<file path="src/spq_pkg.sv">
// Shared types and constants for the sorted priority queue.
// No dependencies; used by spq_ctrl, spq_datapath and sorted_priority_queue.
`timescale 1ns / 1ps

package spq_pkg;

  localparam int unsigned DEPTH_DEF        = 10;
  localparam int unsigned PAYLOAD_BITS_DEF = 64;
  localparam int unsigned DATA_W           = 64;
  localparam int unsigned PRIO_W           = 8;
  localparam int unsigned OCC_W            = 4;

  typedef enum logic {
    ST_IDLE,
    ST_EXEC
  } state_e;

  typedef enum logic [1:0] {
    OP_NONE,
    OP_INSERT,
    OP_REMOVE,
    OP_REFUSE
  } op_e;

  typedef struct packed {
    logic load;
    op_e  op;
  } ctrl_cmd_t;

  typedef struct packed {
    logic is_remove;
    logic full;
    logic empty;
  } dp_status_t;

endpackage

</file>
<file path="src/spq_ctrl.sv">
// Controller FSM: captures a request, then decides the operation on the cell row.
// Depends on spq_pkg.
`timescale 1ns / 1ps

module spq_ctrl (
  input  logic                clk_i,
  input  logic                rst_ni,
  input  logic                start,
  output logic                busy,
  input  spq_pkg::dp_status_t status_i,
  output spq_pkg::ctrl_cmd_t  cmd_o
);

  spq_pkg::state_e state_q, state_d;

  always_ff @(posedge clk_i or negedge rst_ni) begin
    if (!rst_ni) begin
      state_q <= spq_pkg::ST_IDLE;
    end else begin
      state_q <= state_d;
    end
  end

  always_comb begin
    state_d     = state_q;
    cmd_o.load  = 1'b0;
    cmd_o.op    = spq_pkg::OP_NONE;
    busy        = 1'b0;
    unique case (state_q)
      spq_pkg::ST_IDLE: begin
        if (start) begin
          cmd_o.load = 1'b1;
          state_d    = spq_pkg::ST_EXEC;
        end
      end
      spq_pkg::ST_EXEC: begin
        busy = 1'b1;
        // refused requests still produce a result, state untouched
        if (status_i.is_remove) begin
          cmd_o.op = status_i.empty ? spq_pkg::OP_REFUSE : spq_pkg::OP_REMOVE;
        end else begin
          cmd_o.op = status_i.full ? spq_pkg::OP_REFUSE : spq_pkg::OP_INSERT;
        end
        state_d = spq_pkg::ST_IDLE;
      end
      default: state_d = spq_pkg::ST_IDLE;
    endcase
  end

endmodule

</file>
<file path="src/spq_datapath.sv">
// Datapath: request registers, a row of compare-and-shift cells, count and result registers.
// Depends on spq_pkg.
`timescale 1ns / 1ps

module spq_datapath #(
  parameter int unsigned DEPTH        = spq_pkg::DEPTH_DEF,
  parameter int unsigned PAYLOAD_BITS = spq_pkg::PAYLOAD_BITS_DEF
) (
  input  logic                        clk_i,
  input  logic                        rst_ni,
  input  spq_pkg::ctrl_cmd_t          cmd_i,
  output spq_pkg::dp_status_t         status_o,
  input  logic                        req_type_i,
  input  logic [spq_pkg::DATA_W-1:0]  payload_i,
  input  logic [spq_pkg::PRIO_W-1:0]  priority_req_i,
  output logic                        done_o,
  output logic                        ok_o,
  output logic [spq_pkg::DATA_W-1:0]  data_out_o,
  output logic [spq_pkg::OCC_W-1:0]   occupancy_o
);

  localparam int unsigned CntW = $clog2(DEPTH + 1);

  logic                        req_type_q;
  logic [PAYLOAD_BITS-1:0]     pay_in_q;
  logic [spq_pkg::PRIO_W-1:0]  pri_in_q;

  logic [PAYLOAD_BITS-1:0]     pay_q [DEPTH];
  logic [PAYLOAD_BITS-1:0]     pay_d [DEPTH];
  logic [spq_pkg::PRIO_W-1:0]  pri_q [DEPTH];
  logic [spq_pkg::PRIO_W-1:0]  pri_d [DEPTH];
  logic [DEPTH-1:0]            gt;
  logic                        we;

  logic [CntW-1:0]             count_q, count_d;
  logic                        done_q, ok_q;
  logic [spq_pkg::DATA_W-1:0]  data_q, data_d;
  logic [spq_pkg::OCC_W-1:0]   occ_q;
  logic [CntW+spq_pkg::OCC_W-1:0] occ_ext;
  logic [spq_pkg::DATA_W+PAYLOAD_BITS-1:0] head_ext;

  always_ff @(posedge clk_i) begin
    if (cmd_i.load) begin
      req_type_q <= req_type_i;
      pay_in_q   <= payload_i[PAYLOAD_BITS-1:0];
      pri_in_q   <= priority_req_i;
    end
  end

  assign status_o.is_remove = req_type_q;
  assign status_o.full      = (count_q == CntW'(DEPTH));
  assign status_o.empty     = (count_q == '0);

  assign we = (cmd_i.op == spq_pkg::OP_INSERT) || (cmd_i.op == spq_pkg::OP_REMOVE);

  // Row of cells: on insert, stored entries with a larger priority move one slot up
  // and the new entry lands in the first such slot (or at the tail).
  for (genvar k = 0; k < DEPTH; k++) begin : g_cell
    logic prev_gt;
    assign gt[k] = (CntW'(k) < count_q) && (pri_q[k] > pri_in_q);
    if (k == 0) begin : g_first
      assign prev_gt = 1'b0;
    end else begin : g_rest
      assign prev_gt = gt[k-1];
    end

    always_comb begin
      pay_d[k] = pay_q[k];
      pri_d[k] = pri_q[k];
      unique case (cmd_i.op)
        spq_pkg::OP_INSERT: begin
          if (prev_gt) begin
            if (k > 0) begin
              pay_d[k] = pay_q[(k > 0) ? k - 1 : 0];
              pri_d[k] = pri_q[(k > 0) ? k - 1 : 0];
            end
          end else if (gt[k] || (CntW'(k) == count_q)) begin
            pay_d[k] = pay_in_q;
            pri_d[k] = pri_in_q;
          end
        end
        spq_pkg::OP_REMOVE: begin
          if (k < DEPTH - 1) begin
            pay_d[k] = pay_q[(k < DEPTH - 1) ? k + 1 : k];
            pri_d[k] = pri_q[(k < DEPTH - 1) ? k + 1 : k];
          end
        end
        default: ;
      endcase
    end

    always_ff @(posedge clk_i) begin
      if (we) begin
        pay_q[k] <= pay_d[k];
        pri_q[k] <= pri_d[k];
      end
    end
  end

  assign head_ext = {{spq_pkg::DATA_W{1'b0}}, pay_q[0]};

  always_comb begin
    count_d = count_q;
    data_d  = '0;
    unique case (cmd_i.op)
      spq_pkg::OP_INSERT: count_d = count_q + CntW'(1);
      spq_pkg::OP_REMOVE: begin
        count_d = count_q - CntW'(1);
        data_d  = head_ext[spq_pkg::DATA_W-1:0];
      end
      default: ;
    endcase
  end

  assign occ_ext = {{spq_pkg::OCC_W{1'b0}}, count_d};

  always_ff @(posedge clk_i or negedge rst_ni) begin
    if (!rst_ni) begin
      count_q <= '0;
      done_q  <= 1'b0;
    end else begin
      count_q <= count_d;
      done_q  <= (cmd_i.op != spq_pkg::OP_NONE);
    end
  end

  always_ff @(posedge clk_i) begin
    if (cmd_i.op != spq_pkg::OP_NONE) begin
      ok_q   <= we;
      data_q <= data_d;
      occ_q  <= occ_ext[spq_pkg::OCC_W-1:0];
    end
  end

  assign done_o      = done_q;
  assign ok_o        = ok_q;
  assign data_out_o  = data_q;
  assign occupancy_o = occ_q;

endmodule

</file>
<file path="src/sorted_priority_queue.sv">
// Sorted priority queue: a request is taken at the edge where start is high and busy low.
// The result strobe done_o, registered from the execute state, is high for one cycle.
// Each request is captured, then applied in a compare-and-shift step over the row of entry cells;
// no new request is taken while busy. The receiver cannot stall; each result shows once.
// Reset clears the entry count and the control state; entry contents stay undefined until written.
`timescale 1ns / 1ps

module sorted_priority_queue #(
  parameter int unsigned DEPTH        = spq_pkg::DEPTH_DEF,
  parameter int unsigned PAYLOAD_BITS = spq_pkg::PAYLOAD_BITS_DEF
) (
  input  logic                        clk_i,
  input  logic                        rst_ni,
  input  logic                        start,
  output logic                        busy,
  input  logic                        req_type_i,
  input  logic [spq_pkg::DATA_W-1:0]  payload_i,
  input  logic [spq_pkg::PRIO_W-1:0]  priority_req_i,
  output logic                        done_o,
  output logic                        ok_o,
  output logic [spq_pkg::DATA_W-1:0]  data_out_o,
  output logic [spq_pkg::OCC_W-1:0]   occupancy_o
);

  spq_pkg::ctrl_cmd_t  cmd;
  spq_pkg::dp_status_t status;

  spq_ctrl u_ctrl (
    .clk_i    (clk_i),
    .rst_ni   (rst_ni),
    .start    (start),
    .busy     (busy),
    .status_i (status),
    .cmd_o    (cmd)
  );

  spq_datapath #(
    .DEPTH        (DEPTH),
    .PAYLOAD_BITS (PAYLOAD_BITS)
  ) u_dp (
    .clk_i          (clk_i),
    .rst_ni         (rst_ni),
    .cmd_i          (cmd),
    .status_o       (status),
    .req_type_i     (req_type_i),
    .payload_i      (payload_i),
    .priority_req_i (priority_req_i),
    .done_o         (done_o),
    .ok_o           (ok_o),
    .data_out_o     (data_out_o),
    .occupancy_o    (occupancy_o)
  );

  // an accepted transfer always goes to the execute cycle
  a_accept_exec: assert property (@(posedge clk_i) disable iff (!rst_ni)
    start && !busy |=> busy)
    else $error("accepted request did not enter execute");

  a_exec_one: assert property (@(posedge clk_i) disable iff (!rst_ni)
    busy |=> !busy)
    else $error("execute lasted more than one cycle");

  a_done_after_exec: assert property (@(posedge clk_i) disable iff (!rst_ni)
    $rose(done_o) |-> $past(busy))
    else $error("result strobe without an execute cycle");

  a_refused_zero: assert property (@(posedge clk_i) disable iff (!rst_ni)
    done_o && !ok_o |-> data_out_o == '0)
    else $error("refused request returned nonzero data");

endmodule
</file>
<file path="config.mk">
export PLATFORM = sky130hd
export DESIGN_NAME = sorted_priority_queue
export DESIGN_NICKNAME = d
export VERILOG_FILES = /design/src/spq_pkg.sv /design/src/spq_ctrl.sv /design/src/spq_datapath.sv /design/src/sorted_priority_queue.sv
export SDC_FILE = /design/constraint.sdc
export NUM_CORES = 2
export LEC_CHECK = 0
export ABC_CLOCK_PERIOD_IN_PS = 11600
export CELL_PAD_IN_SITES_DETAIL_PLACEMENT = 0
export CELL_PAD_IN_SITES_GLOBAL_PLACEMENT = 1
export CORE_UTILIZATION = 45
export CTS_BUF_LIST = sky130_fd_sc_hd__clkbuf_16
export DETAILED_ROUTE_END_ITERATION = 7
export DONT_BUFFER_PORTS = 1
export PLACE_DENSITY = 0.77
export SETUP_SLACK_MARGIN = 0.1
export SYNTH_ARGS = -nofsm -noshare
export SYNTH_HDL_FRONTEND = slang
export SYNTH_HIERARCHICAL = 1
export SYNTH_SLANG_ARGS = --single-unit
export TNS_END_PERCENT = 100
</file>
<file path="constraint.sdc">
create_clock -name clk_i -period 11.6 [get_ports clk_i]
set_clock_uncertainty 0.1 [all_clocks]
set_input_delay 0.58 -clock clk_i [delete_from_list [all_inputs] [get_ports clk_i]]
set_output_delay 0.58 -clock clk_i [all_outputs]
set_load 0.01 [all_outputs]
</file>
==> flow_summary_export.csv <==
group,metric,value,unit
cts,cts_hold_buf,74,
route,total_via_count_in_the_routed_design,33395,
flow_run,max-cap-violations,0,
route,drt_pass1_iterations,7,
critical_path,crit_start_category,"register",
global_routing,grt_use_met1,42.31,%
finish,fillerInstances,8514,
floorplanning,rows,114,
route,routedWlPerCell,30.24,µm
synthesis,ys.flop_type,"edfxtp_1",
route,residual_drc,0,
timing,timing.max_slew.rel_slack,23.91,%
route,finalWirelength,146.4,mm
synthesis,synthDistinctLibCells,43,
synthesis,synth-seq-cells,868,
finish,mostFrequentLayoutCells,"edfxtp_1, nand2_1, nor2b_1",
global_routing,met2_usage,42.65,%
power_and_ir_drop,power.net_switching,4649,µW
global_routing,grt_util_overall,28.92,%
cts,setup_fix_bufs_post_cts,0,
cts,cts_made_buffers,96,
cts,clock-sinks,868,
global_routing,grt_first_pass_wirelength,215.9,mm
critical_path,rr_endpoint,"u_dp/pay_q[3][51]",
cts,clock_path_buffers,3,
timing,worst_slew_pin_slew,1.141,ns
cts,clock_tree_from_tritoncts,"yes",
route,drt.antenna.violating_nets,0,
timing,finalWorstPathRequiredPeriod,5.443,ns
critical_path,crit_path_end_kind,"register",
synthesis,ys_warn_count,6,
power_and_ir_drop,power.internal,7590,µW
critical_path,criticalPathCategory,"register to register",
power_and_ir_drop,peakVddDrop,0.1825,mV
floorplanning,boundaryPins,147,
cts,clk-insertion-delay-late,0.69,ns
critical_path,rr_worst_depth,13,
finish,insertedDiodeCount,0,
power_and_ir_drop,powerDensity,251.6,nW/µm²
finish,final_nets,3654,
hold_path,timing.hold.worst.class,"primary input to async pin",
place,placement.io_buffers,0,
cts,cts_resized,0,
cts,clock_tree.htree_level_count,3,
critical_path,critical_path.cell_chain,"inv_1, ha_1, or3b_1, inv_1, inv_1, a21boi_2, inv_1, ha_4, buf_4, buf_4, buf_4, nor2b_1, a221o_1",
place,dp.cells,4595,
critical_path,worstReg2RegStart,"u_dp/count_q[1]",
timing,slew_violations,0,
cts,clk_transition_reported_paths,0.06,ns
synthesis,postSynthNetCount,3783,
critical_path,worst-path-max-fanout,114,
timing,finalHoldViolCount,0,
global_routing,grt_start_max_net_pins,212,
synthesis,synth_sequential_area_ratio,59.32,%
critical_path,required,11.94,ns
timing,fin_setup_tns,0,ns
floorplanning,start_util,45.38,%
finish,final_cell_count_no_fill,4841,
timing,part_of_the_cycle_the_worst_path_needs,46.92,%
power_and_ir_drop,pwr-share-seq,42.3,%
timing,maxClockFrequency,183.7,MHz
finish,growth_of_design_area_from_synthesis_to_finish,10.84,%
critical_path,crit_path_max_incr_delay,0.97,ns
global_routing,grt_most_used_layer,"met2",
power_and_ir_drop,power.leakage,0.01607,µW
critical_path,worst_path_most_repeated_cell,"inv_1",
place,finalWeightedCongestion,0.8652,
synthesis,netlist_area,43890,µm²
route,post_drt_via_cell_ratio,6.898,
synthesis,synth_edf_count,862,
synthesis,synth_async_sr_flop_share,0.6912,%
power_and_ir_drop,share_comb_of_total_power,33.4,%
floorplanning,placeableCoreArea,96710,µm²
floorplanning,floorplan.die_area,98780,µm²
critical_path,worst-r2r-setup-slack,6.16,ns
finish,layout-drive-gt1-share,9.060,%
timing,report.final.setup_viol,0,
power_and_ir_drop,clock_power_share,24.3,%
global_routing,globalRouteMet3Util,5.889,%
critical_path,setup.worst_path.end,"u_dp/pay_q[3][51]",
synthesis,postSynthAreaPerCell,12.12,µm²
global_routing,grt_antenna_before_repair,1,
global_routing,vias_in_the_first_global_route,32588,
status,run_status,"finished clean",
floorplanning,die_y,314.3,µm
floorplanning,die_w,314.3,µm
timing,grt_setup_unrepaired,"false",
synthesis,synthCells,3620,
place,dp.final_hpwl,75.81,mm
critical_path,worst_setup_path_startpoint,"u_dp/count_q[1]",
global_routing,globalRoute.totalOverflow,0,
power_and_ir_drop,netSwitchingFraction,37.99,%
finish,layout_commonest_cell,"edfxtp_1",
critical_path,slowest_stage,"buf_4",
critical_path,cp.arrival,5.78,ns
cts,cts_root_buf,"clkbuf_16",
route,drt_first_iter_violations,4702,
==> sequential cells by signal, summed over array words and instances (netlist names) <==
register          flops
u_dp/occupancy_o      4
u_dp/pay_q          640
u_dp/req_type_q       1
u_ctrl/state_q        1
u_dp/count_q          4
u_dp/pay_in_q        64
u_dp/ok_o             1
u_dp/data_out_o      64
u_dp/pri_in_q         8
u_dp/pri_q           80
u_dp/done_o           1
==> critical path, delay by kind of cell (launching register included) <==
kind / cells / cell delay (ns)
simple gates: 2 / 0.44
buf+inv: 7 / 2.99
compound gates: 2 / 0.43
fa+ha+maj: 2 / 0.59
flops: 1 / 0.50
==> power by group through the flow <==
stage / sequential (µW) / combinational [µW] / clock (µW)
after floorplan: 5080 / 2590 / 0
after global placement: 5200 / 3840 / 0
after detailed placement: 5190 / 3930 / 0
after CTS: 5150 / 3960 / 3020
after global routing: 5240 / 4260 / 3120
final: 5180 / 4080 / 2980
==> worst min path at each step <==
stage	startpoint	end	slack (ns)	cells after the start
after floorplan	rst_ni	u_ctrl/state_q	0.18	0
after global placement	rst_ni	u_dp/done_o	0.18	0
after detailed placement	rst_ni	u_dp/done_o	0.18	0
after CTS	rst_ni	u_dp/count_q[2]	0.09	1
after global routing	rst_ni	u_dp/count_q[2]	0.12	1
final	rst_ni	u_dp/count_q[2]	0.11	1
==> cell usage after synthesis (all sizes together), types with 7 or more instances <==
library cell	count	area, µm²
edfxtp	862	25880
nand2	439	1648
nor2b	368	2302
nor3	358	1792
a221o	356	3563
clkbuf	286	1074
o211ai	229	1719
o2111ai	216	1892
buf	95	513.0
ha	87	1089
mux2	73	822.0
and2	65	406.6
a21oi	37	185.2
inv	29	108.9
nand4	20	125.1
o21ai	16	80.08
nor2	15	56.30
nand3	8	40.04
o221ai	8	70.07
or2	7	43.79
==> stage by stage <==
step / cell area, µm² / worst slack [ns] / hold slack, ns / power (µW) / utilization (%)
after floorplan: 43890 / 3.238 / 0.1844 / 7667 / -
after global placement: 44930 / 6.372 / 0.1846 / 9042 / 46.46
after detailed placement: 44930 / 6.277 / 0.1846 / 9124 / 46.46
after CTS: 48650 / 6.226 / 0.08890 / 12130 / 50.30
after global routing: 48650 / 5.725 / 0.1205 / 12630 / 50.30
final: 48650 / 6.157 / 0.1150 / 12240 / 50.30
==> metal layers <==
layer | part of all wire, % | up-vias
li1 | - | 14138
met5 | 0 | -
met4 | 3.4 | 0
met1 | 42 | 16752
met2 | 43 | 2189
met3 | 11 | 316
==> layout make-up <==
| cell class | instances | area, µm² | area share [%] |
|---|---|---|---|
| well taps | 1276 | 1597 | 3.282 |
| flip-flops and latches | 868 | 26040 | 53.52 |
| clock inverters | 75 | 551.8 | 1.134 |
| repair buffers | 154 | 1366 | 2.809 |
| multi-input cells | 2342 | 16550 | 34.02 |
| clock buffers | 97 | 2427 | 4.990 |
| inverters | 29 | 117.6 | 0.2418 |
==> kinds of logic (layout without fill, tap and decap cells) <==
group	Yosys count	in the layout	share of synthesized area, %
flip-flops	868	868	59.32
buffers and inverters	410	355	3.863
adder cells (fa/ha/maj)	87	87	2.480
AND/OR/NAND/NOR	1286	1286	14.71
multiplexers	75	75	1.919
AO/OA/AOI/OAI	894	894	17.70
(Power assumes the default switching activity.)
